`src/sld_pkg.sv`:
```
// shared types, constants and crc helper for the sof/length/crc-32 deframer
`default_nettype none
package sld_pkg;

    localparam int BYTE_W    = 8;
    localparam int LEN_W     = 16;
    localparam int CRC_W     = 32;
    localparam int CFG_IDX_W = 8;
    localparam int CFG_DAT_W = 16;

    localparam logic [CRC_W-1:0] CRC_POLY = 32'hEDB8_8320;
    localparam logic [CRC_W-1:0] CRC_INIT = 32'hFFFF_FFFF;

    localparam logic [BYTE_W-1:0] SOF_RESET = 8'd165;
    localparam logic [LEN_W-1:0]  MAX_RESET = 16'd1024;

    // configuration register indexes
    localparam logic [CFG_IDX_W-1:0] REG_SOF_BYTE    = 8'd0;
    localparam logic [CFG_IDX_W-1:0] REG_MAX_PAYLOAD = 8'd1;

    typedef enum logic [1:0] {
        KIND_DATA,
        KIND_GOOD,
        KIND_BAD_CRC,
        KIND_TOO_LONG
    } kind_t;

    typedef enum logic [2:0] {
        ST_IDLE,
        ST_TYPE,
        ST_LEN_LO,
        ST_LEN_HI,
        ST_PAYLOAD,
        ST_CRC
    } state_t;

    typedef struct packed {
        kind_t              kind;
        logic [BYTE_W-1:0]  data_byte;
        logic [BYTE_W-1:0]  frame_type;
        logic [LEN_W-1:0]   payload_length;
    } result_t;

    // reflected crc-32, one byte
    function automatic logic [CRC_W-1:0] crc_byte(input logic [CRC_W-1:0] crc_in,
                                                   input logic [BYTE_W-1:0] b);
        logic [CRC_W-1:0] c;
        c = crc_in ^ {{(CRC_W-BYTE_W){1'b0}}, b};
        for (int i = 0; i < BYTE_W; i++) begin
            if (c[0]) begin
                c = (c >> 1) ^ CRC_POLY;
            end else begin
                c = c >> 1;
            end
        end
        return c;
    endfunction

endpackage
`default_nettype wire

```
`src/sld_in_reg.sv`:
```
// input register stage holding one received byte
`default_nettype none
module sld_in_reg (
    input  wire logic                      aclk,
    input  wire logic                      aresetn,
    input  wire logic                      s_valid,
    output logic                           s_ready,
    input  wire logic [sld_pkg::BYTE_W-1:0] s_rx_byte,
    input  wire logic                      advance,
    output logic                           in_valid,
    output logic [sld_pkg::BYTE_W-1:0]     in_byte
);

    logic                       valid_reg;
    logic                       valid_next;
    logic [sld_pkg::BYTE_W-1:0] byte_reg;

    assign s_ready  = !valid_reg || advance;
    assign in_valid = valid_reg;
    assign in_byte  = byte_reg;

    always_comb begin
        valid_next = valid_reg;
        if (s_ready) begin
            valid_next = s_valid;
        end
    end

    always_ff @(posedge aclk) begin
        if (!aresetn) begin
            valid_reg <= 1'b0;
        end else begin
            valid_reg <= valid_next;
        end
    end

    always_ff @(posedge aclk) begin
        if (s_valid && s_ready) begin
            byte_reg <= s_rx_byte;
        end
    end

endmodule
`default_nettype wire

```
`src/sld_core.sv`:
```
// frame state machine, crc datapath and configuration registers
`default_nettype none
module sld_core (
    input  wire logic                         aclk,
    input  wire logic                         aresetn,
    input  wire logic                         cfg_we,
    input  wire logic [sld_pkg::CFG_IDX_W-1:0] cfg_index,
    input  wire logic [sld_pkg::CFG_DAT_W-1:0] cfg_data,
    input  wire logic                         advance,
    input  wire logic [sld_pkg::BYTE_W-1:0]   in_byte,
    output logic                              res_valid,
    output sld_pkg::result_t                  res
);

    sld_pkg::state_t             state_reg, state_next;
    logic [sld_pkg::BYTE_W-1:0]  sof_reg;
    logic [sld_pkg::LEN_W-1:0]   max_reg;
    logic [sld_pkg::BYTE_W-1:0]  type_reg, type_next;
    logic [sld_pkg::LEN_W-1:0]   length_reg, length_next;
    logic [sld_pkg::LEN_W-1:0]   remain_reg, remain_next;
    logic [1:0]                  crc_idx_reg, crc_idx_next;
    logic [sld_pkg::CRC_W-1:0]   crc_reg, crc_next;
    logic [23:0]                 rx_crc_reg, rx_crc_next;
    logic [sld_pkg::CRC_W-1:0]   crc_upd;
    logic [sld_pkg::LEN_W-1:0]   len_full;
    logic [sld_pkg::CRC_W-1:0]   rx_crc_full;

    assign crc_upd     = sld_pkg::crc_byte(crc_reg, in_byte);
    assign len_full    = {in_byte, length_reg[7:0]};
    assign rx_crc_full = {in_byte, rx_crc_reg};

    always_comb begin
        state_next   = state_reg;
        type_next    = type_reg;
        length_next  = length_reg;
        remain_next  = remain_reg;
        crc_idx_next = crc_idx_reg;
        crc_next     = crc_reg;
        rx_crc_next  = rx_crc_reg;
        res_valid    = 1'b0;
        res.kind           = sld_pkg::KIND_DATA;
        res.data_byte      = '0;
        res.frame_type     = type_reg;
        res.payload_length = length_reg;
        case (state_reg)
            sld_pkg::ST_IDLE: begin
                if (in_byte == sof_reg) begin
                    state_next = sld_pkg::ST_TYPE;
                    crc_next   = sld_pkg::CRC_INIT;
                end
            end
            sld_pkg::ST_TYPE: begin
                type_next  = in_byte;
                crc_next   = crc_upd;
                state_next = sld_pkg::ST_LEN_LO;
            end
            sld_pkg::ST_LEN_LO: begin
                length_next = {8'h00, in_byte};
                crc_next    = crc_upd;
                state_next  = sld_pkg::ST_LEN_HI;
            end
            sld_pkg::ST_LEN_HI: begin
                length_next  = len_full;
                crc_next     = crc_upd;
                remain_next  = len_full;
                crc_idx_next = 2'd0;
                if (len_full > max_reg) begin
                    // oversized frame ends at once
                    res_valid          = 1'b1;
                    res.kind           = sld_pkg::KIND_TOO_LONG;
                    res.payload_length = len_full;
                    state_next         = sld_pkg::ST_IDLE;
                end else if (len_full == '0) begin
                    state_next = sld_pkg::ST_CRC;
                end else begin
                    state_next = sld_pkg::ST_PAYLOAD;
                end
            end
            sld_pkg::ST_PAYLOAD: begin
                crc_next      = crc_upd;
                remain_next   = remain_reg - 16'd1;
                res_valid     = 1'b1;
                res.kind      = sld_pkg::KIND_DATA;
                res.data_byte = in_byte;
                if (remain_reg == 16'd1) begin
                    state_next   = sld_pkg::ST_CRC;
                    crc_idx_next = 2'd0;
                end
            end
            sld_pkg::ST_CRC: begin
                crc_idx_next = crc_idx_reg + 2'd1;
                case (crc_idx_reg)
                    2'd0:    rx_crc_next[7:0]   = in_byte;
                    2'd1:    rx_crc_next[15:8]  = in_byte;
                    2'd2:    rx_crc_next[23:16] = in_byte;
                    default: begin
                        res_valid  = 1'b1;
                        res.kind   = ((~crc_reg) == rx_crc_full) ? sld_pkg::KIND_GOOD
                                                                 : sld_pkg::KIND_BAD_CRC;
                        state_next = sld_pkg::ST_IDLE;
                    end
                endcase
            end
            default: begin
                state_next = sld_pkg::ST_IDLE;
            end
        endcase
    end

    always_ff @(posedge aclk) begin
        if (!aresetn) begin
            state_reg <= sld_pkg::ST_IDLE;
            sof_reg   <= sld_pkg::SOF_RESET;
            max_reg   <= sld_pkg::MAX_RESET;
            type_reg  <= '0;
            length_reg <= '0;
        end else begin
            if (advance) begin
                state_reg  <= state_next;
                type_reg   <= type_next;
                length_reg <= length_next;
            end
            if (cfg_we) begin
                case (cfg_index)
                    sld_pkg::REG_SOF_BYTE:    sof_reg <= cfg_data[sld_pkg::BYTE_W-1:0];
                    sld_pkg::REG_MAX_PAYLOAD: max_reg <= cfg_data;
                    default: ;
                endcase
            end
        end
    end

    always_ff @(posedge aclk) begin
        if (advance) begin
            remain_reg  <= remain_next;
            crc_idx_reg <= crc_idx_next;
            crc_reg     <= crc_next;
            rx_crc_reg  <= rx_crc_next;
        end
    end

endmodule
`default_nettype wire

```
`src/sld_out_reg.sv`:
```
// result register towards the output channel
`default_nettype none
module sld_out_reg (
    input  wire logic             aclk,
    input  wire logic             aresetn,
    input  wire logic             in_valid,
    input  wire logic             res_valid,
    input  wire sld_pkg::result_t res,
    output logic                  advance,
    output logic                  m_valid,
    input  wire logic             m_ready,
    output sld_pkg::result_t      m_res
);

    logic             valid_reg;
    logic             valid_next;
    logic             out_free;
    sld_pkg::result_t res_reg;

    assign out_free = !valid_reg || m_ready;
    assign advance  = in_valid && out_free;
    assign m_valid  = valid_reg;
    assign m_res    = res_reg;

    always_comb begin
        valid_next = valid_reg;
        if (out_free) begin
            valid_next = advance && res_valid;
        end
    end

    always_ff @(posedge aclk) begin
        if (!aresetn) begin
            valid_reg <= 1'b0;
        end else begin
            valid_reg <= valid_next;
        end
    end

    always_ff @(posedge aclk) begin
        if (advance && res_valid) begin
            res_reg <= res;
        end
    end

endmodule
`default_nettype wire

```
`src/sof_length_crc32_deframer.sv`:
```
// top level of the start-of-frame / length / crc-32 deframer
// takes one received byte per request; while idle it hunts for the start
// byte, then reads a type byte and a little-endian 16-bit length; a length
// above max_payload ends the frame at once with a length-error verdict;
// payload bytes are passed out one per request as they arrive, then four
// little-endian crc-32 bytes (reflected, poly edb88320, all-ones init and
// final xor over type, length and payload) give a good or bad-crc verdict;
// a new byte is taken every clock cycle unless a held result waits on
// m_ready, sustained rate one byte per cycle, carried by the
// combinational byte-wise crc update and length compare in the core; bytes
// pass the input register, then the result register; configuration writes
// are taken every cycle and must only be made while the block is idle
`default_nettype none
module sof_length_crc32_deframer (
    input  wire logic                          aclk,
    input  wire logic                          aresetn,
    // byte input
    input  wire logic                          s_valid,
    output logic                               s_ready,
    input  wire logic [sld_pkg::BYTE_W-1:0]    s_rx_byte,
    // results
    output logic                               m_valid,
    input  wire logic                          m_ready,
    output logic [1:0]                         m_kind,
    output logic [sld_pkg::BYTE_W-1:0]         m_data_byte,
    output logic [sld_pkg::BYTE_W-1:0]         m_frame_type,
    output logic [sld_pkg::LEN_W-1:0]          m_payload_length,
    // configuration writes
    input  wire logic                          cfg_valid,
    output logic                               cfg_ready,
    input  wire logic [sld_pkg::CFG_IDX_W-1:0] cfg_index,
    input  wire logic [sld_pkg::CFG_DAT_W-1:0] cfg_data
);

    logic                       in_valid;
    logic [sld_pkg::BYTE_W-1:0] in_byte;
    logic                       advance;
    logic                       res_valid;
    sld_pkg::result_t           res;
    sld_pkg::result_t           m_res;

    // registers are always writable
    assign cfg_ready = 1'b1;

    // input register; refills in the same cycle the core consumes it
    sld_in_reg u_in_reg (
        .aclk      (aclk),
        .aresetn   (aresetn),
        .s_valid   (s_valid),
        .s_ready   (s_ready),
        .s_rx_byte (s_rx_byte),
        .advance   (advance),
        .in_valid  (in_valid),
        .in_byte   (in_byte)
    );

    // frame parsing and crc check
    sld_core u_core (
        .aclk      (aclk),
        .aresetn   (aresetn),
        .cfg_we    (cfg_valid && cfg_ready),
        .cfg_index (cfg_index),
        .cfg_data  (cfg_data),
        .advance   (advance),
        .in_byte   (in_byte),
        .res_valid (res_valid),
        .res       (res)
    );

    // result register; the core only steps when this slot is free or draining
    sld_out_reg u_out_reg (
        .aclk      (aclk),
        .aresetn   (aresetn),
        .in_valid  (in_valid),
        .res_valid (res_valid),
        .res       (res),
        .advance   (advance),
        .m_valid   (m_valid),
        .m_ready   (m_ready),
        .m_res     (m_res)
    );

    assign m_kind           = m_res.kind;
    assign m_data_byte      = m_res.data_byte;
    assign m_frame_type     = m_res.frame_type;
    assign m_payload_length = m_res.payload_length;

endmodule
`default_nettype wire
```
`config.mk`:
```
export PLATFORM = sky130hd
export DESIGN_NAME = sof_length_crc32_deframer
export DESIGN_NICKNAME = d
export VERILOG_FILES = /design/src/sld_pkg.sv /design/src/sld_in_reg.sv /design/src/sld_core.sv /design/src/sld_out_reg.sv /design/src/sof_length_crc32_deframer.sv
export SDC_FILE = /design/constraint.sdc
export NUM_CORES = 1
export LEC_CHECK = 0
export ABC_AREA = 1
export BUFFER_PORTS_ARGS = -buffer_cell sky130_fd_sc_hd__buf_2
export CAP_MARGIN = 20
export CORE_ASPECT_RATIO = 0.75
export CORE_MARGIN = 5
export CORE_UTILIZATION = 54
export CTS_CLUSTER_DIAMETER = 80
export CTS_CLUSTER_SIZE = 12
export DETAILED_ROUTE_END_ITERATION = 7
export GPL_TIMING_DRIVEN = 1
export PLACE_DENSITY_LB_ADDON = 0.2
export SLEW_MARGIN = 10
export SYNTH_ARGS = -nofsm -noshare
export SYNTH_HDL_FRONTEND = slang
export SYNTH_SLANG_ARGS = --single-unit
export TNS_END_PERCENT = 10
```
`constraint.sdc`:
```
create_clock -name aclk -period 2.9 [get_ports aclk]
set_clock_uncertainty 0.15 [all_clocks]
set_input_delay 0.435 -clock aclk [delete_from_list [all_inputs] [get_ports aclk]]
set_output_delay 0.435 -clock aclk [all_outputs]
set_load 0.02 [all_outputs]
```
==> metrics.md, run 1 <==
| Metric | Value |
|---|---|
| DIE HEIGHT | `117 um` |
| Vias in the first global route | `5,533` |
| Status | `finished clean` |
| Drt first-iter violations | `592` |
| Critical path cell sequence | `ha_1 > nand4_1 > nor3_1 > nand2_1 > nand2_1 > nand3_1 > nand2_1 > nand2_1 > inv_1 > buf_12` |
| Worst-skew pair later-pin latency | `0.42 ns` |
| Worst-path clk slew | `0.07 ns` |
| NetSw | `1260 uW` |
| Clock Power Share | `44.7%` |
| Post-Syn Instances | `836` |
| Crit end category | `flip-flop` |
| Fin crit period | `2.57 ns` |
| Final global-route overflow total | `0` |
| Synth-to-Final Area Change | `16.7%` |
| Gate power share | `7.8%` |
| Worst-margin pin slew | `0.632 ns` |
| Reg2Reg Depth | `10` |
| Total Routing Usage GR | `22.5%` |
| Rows | `39` |
| Max Root-Sink Buffers | `2` |
| Hold path startpoint | `s_rx_byte[5]` |
| Initial antenna violation count | `0` |
| Synth Net Count | `895` |
| Area of the core | `15,000 um^2` |
| Crit path largest cell delay | `0.43 ns` |
| Commonest cells after routing, fill and taps aside | `145 x nand2_1, 116 x edfxtp_1, 72 x buf_2` |
| Synth Area in Adders | `3.36%` |
| FF+latch count, synth | `169` |
| Synth warn | `0` |
| Inserted Clock Buffers | `17` |
| Placed cell areas | `8910 um^2` |
| Port Buffers | `72` |
| H-tree depth | `4` |
| First-pass GRT wire length | `30.7 mm` |
| Hold path depth | `1` |
| Design area | `9550 um^2` |
| Via count | `6,044` |
| Compound-Gate Fraction of Synth Area | `9.37%` |
| Initial Util | `54.5%` |
| Crit path required time | `2.87 ns` |
| Synthesized cell area | `8180 um^2` |
| Relative slew slack | `57.8%` |
| Routed WL | `19.6 mm` |
| Setup CP Type | `reg2reg` |
| Final Cycle Share | `88.6%` |
| Setup slack on the worst flop-to-flop path | `0.33 ns` |
| Max-cap violations | `0` |
| GPL Wtd Cong | `0.954` |
| Post-CTS Setup Inserts | `0` |
| Sw frac | `23.2%` |
| Die Area | `17,700 um^2` |
| Endpoints failing setup | `0` |
| Ant diodes | `0` |
| Clock sinks | `169` |
| CTS tree | `built` |
| Mux contribution to synthesized area | `0%` |
| Worst hold path type | `in2reg` |
| First-pass detailed-route iteration total | `5` |
| CP max FO | `29` |
| Maximum clock frequency | `389 MHz` |
| Max-slew violation count | `0` |
| I/O Pins | `74` |
| Register area share after synthesis | `55.5%` |
| Post-Synth Simple-Gate Area | `16.2%` |
| Largest family of logic cells by synthesized area | `simple AND/OR/NAND/NOR gates` |
| Worst reg2reg endpoint | `u_out_reg.m_res[28]` |
| Post-layout net count | `988` |
| Setup crit start kind | `flip-flop` |
| Final hold viol count | `0` |
| P_int | `4170 uW` |
| Yosys cell types | `35` |
| Syn avg cell area | `9.79 um^2` |
| Post-CTS Resized | `0` |
| CTS root buffer | `clkbuf_16` |
| Sequential share of power | `47.4%` |
| Critical path arrival | `2.55 ns` |
| Commonest non-fill, non-tap cell in the layout | `nand2_1` |
| Setup repair after global routing missed its margin | `false` |
| Crit-path most repeated cell | `nand2_1` |
| Die Wd | `152 um` |
| DR WL/cell | `17.1 um` |
| Setup TNS | `0 ns` |
| DR vias/cell | `5.27` |
| Leak Pwr | `0.00385 uW` |
| ANT nets after route | `0` |
| PwrDens | `569 nW/um^2` |
| Hold slack | `0.0323 ns` |
| DRC Markers | `0` |
| Largest net degree at the start of global routing | `43` |
| Hold_buf cts | `0` |
| Critical-path top delay cell | `edfxtp_1` |
| Maximum vdd drop | `0.397 mV` |
| DP Wirelength | `14.3 mm` |
| Hold Path Sink | `u_in_reg.in_byte[5]` |
| Share of layout cells above drive strength 1 | `18.4%` |
| XOR/XNOR Fraction of Synth Area | `10.7%` |
| Max reg flops | `34` |
| RR Startpoint | `u_in_reg.in_byte[2]` |
cells in the mapped netlist, drive strengths merged:
| cell | count | area, um^2 |
|---|---|---|
| inv | 74 | 278 |
| edfxtp | 116 | 3480 |
| clkbuf | 16 | 60.1 |
| nand4 | 9 | 56.3 |
| a31oi | 3 | 18.8 |
| a21oi | 64 | 320 |
| nand3 | 43 | 215 |
| buf | 7 | 43.8 |
| nor3 | 8 | 40.0 |
| or2 | 18 | 113 |
| a21o | 4 | 30.0 |
| xor2 | 67 | 609 |
| xnor2 | 22 | 268 |
| o211ai | 1 | 7.51 |
| o31ai | 1 | 7.51 |
| o21ai | 75 | 375 |
| nor3b | 1 | 7.51 |
| clkinv | 3 | 11.3 |
| dfxtp | 53 | 1060 |
| conb | 1 | 3.75 |
| nor2 | 68 | 255 |
| ha | 22 | 275 |
| a211oi | 1 | 7.51 |
| nand2 | 154 | 606 |
| nor4 | 5 | 31.3 |
critical path: cells and delay by family (launching register included):
family / cells / cell delay [ns]
buffers and inverters: 2 / 0.47
AND/OR/NAND/NOR: 7 / 0.87
flip-flops: 1 / 0.43
adder cells (fa/ha/maj): 1 / 0.33
stage by stage:
step / util [%] / setup WS [ns] / power, uW / cells
CTS: 63.5 / 0.362 / 5460 / 1147
floorplan: - / -0.0127 / 2920 / 836
global placement: 59.3 / 0.409 / 3040 / 1115
finish: 63.5 / 0.330 / 5440 / 1147
global route: 63.5 / 0.208 / 5620 / 1147
detailed placement: 59.3 / 0.367 / 3050 / 1115
layer usage:
metal / global-route usage, % / part of all wire [%] / routed length (um) / vias to the layer above
met5: 0 / 0 / 0 / -
met4: 5.75 / 1.1 / 223 / 0
met3: 5.15 / 9.8 / 1920 / 15
met2: 31.4 / 41 / 7960 / 258
met1: 35.3 / 48 / 9460 / 2769
li1: - / - / - / 3002
worst max-delay path by stage:
stage                        startpoint                   to  slack [ns]  depth (start not counted)
floorplan           u_in_reg.in_byte[7]   u_out_reg.m_res[0]       -0.01                          9
global placement    u_in_reg.in_byte[2]  u_out_reg.m_res[22]        0.41                         10
detailed placement  u_in_reg.in_byte[2]  u_out_reg.m_res[26]        0.37                         10
CTS                 u_in_reg.in_byte[2]  u_out_reg.m_res[28]        0.36                         10
global route        u_in_reg.in_byte[6]   u_core.crc_reg[19]        0.21                         11
finish              u_in_reg.in_byte[2]  u_out_reg.m_res[28]        0.33                         10
power by group through the flow:
stage          Combinational (uW)  Clock, uW  Sequential (uW)
3_5_place_dp                  419          0             2630
6_report                      427       2430             2580
2_1_floorplan                 278          0             2640
3_3_place_gp                  415          0             2630
5_1_grt                       469       2580             2580
4_1_cts                       422       2460             2580
cells by family (layout without fill, tap and decap cells):
kind of cell / after synthesis / in the layout
AOI/OAI and AO/OA: 149 / 149
xor gates and xnor gates: 89 / 89
adders and majority gates: 22 / 22
buffers and inverters: 100 / 206
DFF: 169 / 169
other: 1 / 1
and+or+nand+nor: 306 / 306
area by class of cell:
type,instances,area (um^2)
Sequential cell,169,4540
Timing Repair Buffer,97,573
Clock buffer,17,425
Tap cell,205,256
Fill cell,1239,5480
Clock inverter,15,210
Multi-Input combinational cell,567,3250
Inverter,77,289
Note: power is estimated with default switching activity, not from simulation.
==> run 2, diff against run 1 <==
==> constraint.sdc (replaced) <==
create_clock -name aclk -period 2.9 [get_ports aclk]
set_clock_uncertainty 0.15 [all_clocks]
set_input_delay 0 -clock aclk [delete_from_list [all_inputs] [get_ports aclk]]
set_output_delay 0 -clock aclk [all_outputs]
set_load 0.02 [all_outputs]
==> run 2 against run 1 <==
  * Critical path depth increased by 1
  * Utilization grew 2.4 points
  * Cell count grew 3.6%
  * Via count increased by 6.3%
  * Fmax is 2.0% higher
  * First-iteration DRC count decreased by 0.84%
  * Global-route usage grew 1.9 points
  * Flip-flop and latch count did not move
  * Hold slack improved by 0.010 ns
  * Final area is 3.7% higher
  * Register-to-register slack improved by 0.05 ns
==> metrics.md, run 2 (synthesis gave the netlist of run 1 again) <==
| Metric | Value |
|---|---|
| Status | `finished clean` |
| Relative slew slack | `44.2%` |
| Maximum clock frequency | `397 MHz` |
| Die Wd | `152 um` |
| Post-layout net count | `1,029` |
| Worst-margin pin slew | `0.834 ns` |
| Setup TNS | `0 ns` |
| Total Power | `5270 uW` |
| Final global-route overflow total | `0` |
| Fin crit period | `2.52 ns` |
| H-tree depth | `4` |
| P_int | `4010 uW` |
| Crit path largest cell delay | `0.41 ns` |
| Drt first-iter violations | `587` |
| DP Worst Slack | `0.409 ns` |
| NetSw | `1260 uW` |
| Setup repair after global routing missed its margin | `false` |
| Initial antenna violation count | `0` |
| Critical-path top delay cell | `edfxtp_1` |
| DR vias/cell | `5.41` |
| WL met1 | `10.1 mm` |
| Inserted Clock Buffers | `17` |
| Rows | `39` |
| Synth-to-Final Area Change | `21.0%` |
| Worst hold path type | `in2reg` |
| Share of layout cells above drive strength 1 | `17.4%` |
| DRC Markers | `0` |
| First-pass GRT wire length | `33.2 mm` |
| Die Area | `17,700 um^2` |
| ANT nets after route | `0` |
| Maximum vdd drop | `0.383 mV` |
| PnR worst setup slack | `0.380 ns` |
| Routed WL | `21.1 mm` |
| Commonest cells after routing, fill and taps aside | `145 x nand2_1, 116 x edfxtp_1, 72 x buf_2` |
| GPL Wtd Cong | `0.886` |
| Post-CTS Resized | `0` |
| Largest net degree at the start of global routing | `43` |
| Total Routing Usage GR | `24.4%` |
| Top sig layer | `met4` |
| Max-cap violations | `0` |
| I/O Pins | `74` |
| Gate power share | `9.0%` |
| Worst-skew pair later-pin latency | `0.43 ns` |
| Crit end category | `flip-flop` |
| Ant diodes | `0` |
| Setup CP Type | `reg2reg` |
| Initial Util | `54.5%` |
| Commonest non-fill, non-tap cell in the layout | `nand2_1` |
| Max-slew violation count | `0` |
| Final Cycle Share | `86.9%` |
| CP max FO | `9` |
| Crit path required time | `2.91 ns` |
| WL met2 | `8.96 mm` |
| Metal3 WL | `1.70 mm` |
| Clock sinks | `169` |
| Critical path cell sequence | `buf_4 > inv_2 > nand2_1 > nand2_1 > nand3_1 > nand2_2 > xor2_2 > xor2_1 > inv_1 > nand2_1 > nand3_1` |
| Crit-path most repeated cell | `nand2_1` |
| DP Wirelength | `14.5 mm` |
| Hold slack | `0.0425 ns` |
| Clock Power Share | `42.2%` |
| CTS root buffer | `clkbuf_16` |
| DIE HEIGHT | `117 um` |
| Endpoints failing setup | `0` |
| Sw frac | `23.9%` |
| Leak Pwr | `0.00397 uW` |
| Critical path arrival | `2.53 ns` |
| PwrDens | `533 nW/um^2` |
| Sequential share of power | `48.9%` |
| Core Util, Final | `65.9%` |
| Via count | `6,425` |
| Vias in the first global route | `6,067` |
| First-pass detailed-route iteration total | `5` |
| Area of the core | `15,000 um^2` |
| Port Buffers | `72` |
| CTS tree | `built` |
| DR WL/cell | `17.7 um` |
| Worst-path clk slew | `0.07 ns` |
| Final hold viol count | `0` |
| Max Root-Sink Buffers | `2` |
| Setup crit start kind | `flip-flop` |
| Max reg flops | `34` |
-- run 2: changes by cell type in the layout (fill, tap and decap cells not counted) --
| cell | delta |
|---|---|
| clkinv_2 | +2 |
| inv_6 | -3 |
| bufinv_16 | -2 |
| clkinv_1 | +1 |
| dlygate4sd3_1 | +42 |
| clkinvlp_4 | +1 |
| inv_8 | -1 |
| clkinv_4 | +2 |
| buf_4 | -1 |
-- run 2: cell type report --
type,instances,area [um^2]
fill,1212,5130
sequential,169,4540
multi-input combinational,567,3250
timing repair buffer,138,986
clock buffer,17,425
inverter,77,289
tap,205,256
clock inverter,15,151
-- run 2: power by group through the flow --
stage               logic [uW]  registers [uW]  clock network (uW)
detailed placement         425            2630                   0
global route               517            2580                2380
floorplan                  278            2640                   0
global placement           419            2630                   0
CTS                        462            2580                2250
finish                     473            2580                2220
-- run 2: metrics by stage --
step | cells | cell area [um^2]
finish | 1188 | 9900
global route | 1188 | 9900
CTS | 1188 | 9900
detailed placement | 1114 | 8900
global placement | 1114 | 8900
floorplan | 836 | 8190
-- run 2: per-layer routing --
layer / global-route usage, % / vias to the layer above
li1: - / 3093
met1: 36.3 / 3044
met2: 36.4 / 264
met3: 5.19 / 24
met4: 7.01 / 0
met5: 0 / -
-- run 2: repair_timing --
| item | 4_1_cts | 5_1_grt |
|---|---|---|
| hold buffers | 42 | 0 |
| hold endpoints to repair | 58 | 0 |
| setup buffers | 0 | 0 |
-- run 2: final timing paths --
check	startpoint	endpoint	slack (ns)	depth (start not counted)
max	u_in_reg.in_byte[6]	u_core.crc_reg[19]	0.38	11
min	cfg_index[2]	u_core.max_reg[7]	0.04	5
max reg2reg	u_in_reg.in_byte[6]	u_core.crc_reg[19]	0.38	11
min reg2reg	u_core.type_reg[0]	u_out_reg.m_res[16]	0.28	0
-- run 2: critical path, delay by kind of cell, from the launching register on --
family | cells | cell delay [ns]
DFF | 1 | 0.41
xor gates and xnor gates | 2 | 0.61
and+or+nand+nor | 6 | 0.61
buffers and inverters | 3 | 0.49
==> run 3, diff against run 2 <==
--- a/config.mk
+++ b/config.mk
@@ -15,8 +15,8 @@
 export CTS_CLUSTER_SIZE = 12
 export DETAILED_ROUTE_END_ITERATION = 7
 export GPL_TIMING_DRIVEN = 1
-export PLACE_DENSITY_LB_ADDON = 0.2
-export SLEW_MARGIN = 10
+export PLACE_DENSITY = 0.76
+export SLEW_MARGIN = 30
 export SYNTH_ARGS = -nofsm -noshare
 export SYNTH_HDL_FRONTEND = slang
 export SYNTH_SLANG_ARGS = --single-unit
==> run 3 against run 2 <==
  * Utilization shrank 0.19 points
  * Fmax shrank 2.8%
  * The flow now finishes with violations (negative hold slack)
  * Cell count shrank 0.17%
  * First-iteration DRC count shrank 10%
==> metrics.md, run 3 (synthesis gave the netlist of run 1 again) <==
| Metric | Value |
|---|---|
| Status | `complete, but fails checks` |
| Failing checks | `negative hold slack` |
| Final global-route overflow total | `0` |
| Inserted Clock Buffers | `17` |
| DRC Markers | `0` |
| Crit path required time | `2.92 ns` |
| Worst-skew pair later-pin latency | `0.43 ns` |
| Ant diodes | `0` |
| Largest net degree at the start of global routing | `43` |
| Critical path arrival | `2.61 ns` |
| Die Wd | `152 um` |
| Initial antenna violation count | `0` |
| Port Buffers | `72` |
| CTS tree | `built` |
| H-tree depth | `4` |
| Endpoints failing setup | `0` |
| PnR worst setup slack | `0.307 ns` |
| Relative slew slack | `54.2%` |
| Design area | `9870 um^2` |
| Setup crit start kind | `flip-flop` |
| Routed WL | `20.7 mm` |
| Final Cycle Share | `89.4%` |
| Area of the core | `15,000 um^2` |
| Leak Pwr | `0.00398 uW` |
| Post-CTS Resized | `0` |
| Max-slew violation count | `0` |
| Worst hold path type | `in2reg` |
| Maximum clock frequency | `386 MHz` |
| Die Area | `17,700 um^2` |
| Critical-path top delay cell | `edfxtp_1` |
| Total Power | `5260 uW` |
| Clock sinks | `169` |
| Max Root-Sink Buffers | `2` |
| Drt first-iter violations | `528` |
| Initial Util | `54.5%` |
| DP Worst Slack | `0.409 ns` |
| Vias in the first global route | `6,196` |
| Max reg flops | `34` |
| Placed cell areas | `8900 um^2` |
| Worst-path clk slew | `0.06 ns` |
| Final hold viol count | `1` |
| First-pass detailed-route iteration total | `4` |
| DIE HEIGHT | `117 um` |
| CP max FO | `9` |
| GPL Wtd Cong | `0.927` |
| Rows | `39` |
| I/O Pins | `74` |
| Total Routing Usage GR | `23.8%` |
| Worst-margin pin slew | `0.687 ns` |
| ANT nets after route | `0` |
| First-pass GRT wire length | `32.9 mm` |
| Via count | `6,407` |
| Share of layout cells above drive strength 1 | `16.8%` |
| Crit path largest cell delay | `0.46 ns` |
| Max-cap violations | `0` |
| DR vias/cell | `5.40` |
| CTS root buffer | `clkbuf_16` |
| Critical path cell sequence | `buf_4 > inv_2 > nand2_1 > nand2_4 > xor2_2 > xor2_2 > xor2_1 > inv_1 > nand2_1 > nand3_1` |
| Commonest non-fill, non-tap cell in the layout | `nand2_1` |
| Setup TNS | `0 ns` |
| PwrDens | `533 nW/um^2` |
| Crit end category | `flip-flop` |
| Hold slack | `-0.00843 ns` |
| Post-layout net count | `1,027` |
| Setup CP Type | `reg2reg` |
| Setup repair after global routing missed its margin | `false` |
| Top Family by Delay on Critical Path | `XOR/XNOR gates` |
| Maximum vdd drop | `0.410 mV` |
| DP Wirelength | `14.2 mm` |
| Commonest cells after routing, fill and taps aside | `145 x nand2_1, 116 x edfxtp_1, 72 x buf_2` |
| Synth-to-Final Area Change | `20.6%` |
| Bufs and invs on worst path | `3` |
| DR WL/cell | `17.4 um` |
| Fin crit period | `2.59 ns` |
==> run 3: worst paths after layout <==
check	start	end	slack, ns	cells after the start
max	u_in_reg.in_byte[2]	u_core.crc_reg[18]	0.31	10
min	cfg_valid	u_core.sof_reg[3]	-0.008	4
max reg2reg	u_in_reg.in_byte[2]	u_core.crc_reg[18]	0.31	10
min reg2reg	u_core.type_reg[4]	u_out_reg.m_res[20]	0.28	0
==> run 3: area by class of cell <==
class | count | area, um^2
fillers | 1180 | 5160
repair buffers | 136 | 966
clock buffers | 24 | 473
well taps | 205 | 256
flip-flops and latches | 169 | 4540
multi-input cells | 567 | 3250
inverters | 77 | 289
clock inverters | 8 | 95.1
==> run 3: per-stage QoR <==
step / utilization [%] / std cells / hold WS (ns)
after floorplan: - / 836 / -0.0511
after global placement: 59.2 / 1114 / 0.0281
after detailed placement: 59.2 / 1114 / 0.0287
after CTS: 65.7 / 1186 / 0.00171
after global routing: 65.7 / 1186 / 0.0605
final: 65.7 / 1186 / -0.00843
==> run 3: power by group <==
| part | leakage, uW | internal (uW) | total (uW) | switching, uW |
|---|---|---|---|---|
| registers | 0.00147 | 2570 | 2580 | 13.2 |
| clock network | 0.000275 | 1310 | 2220 | 905 |
| logic | 0.00224 | 171 | 455 | 285 |
| total | 0.00398 | 4060 | 5260 | 1200 |
==> run 3: what timing repair did <==
action	CTS	global route
setup endpoints to repair	0	0
setup buffers	0	0
hold endpoints to repair	47	0
hold buffers	40	0
==> run 3: worst min-delay path, cell delays in order <==
cell and delay, ns:
buf_2 0.10, nand3_1 0.24, o21ai_0 0.12, nor2_1 0.07
==> run 3: routing by layer <==
layer / vias up / wire length (um) / track usage, %
met5: - / 0 / 0
met2: 304 / 8850 / 34.8
met4: 0 / 228 / 7.25
met3: 25 / 2210 / 7.15
li1: 3074 / - / -
met1: 3004 / 9390 / 34.6
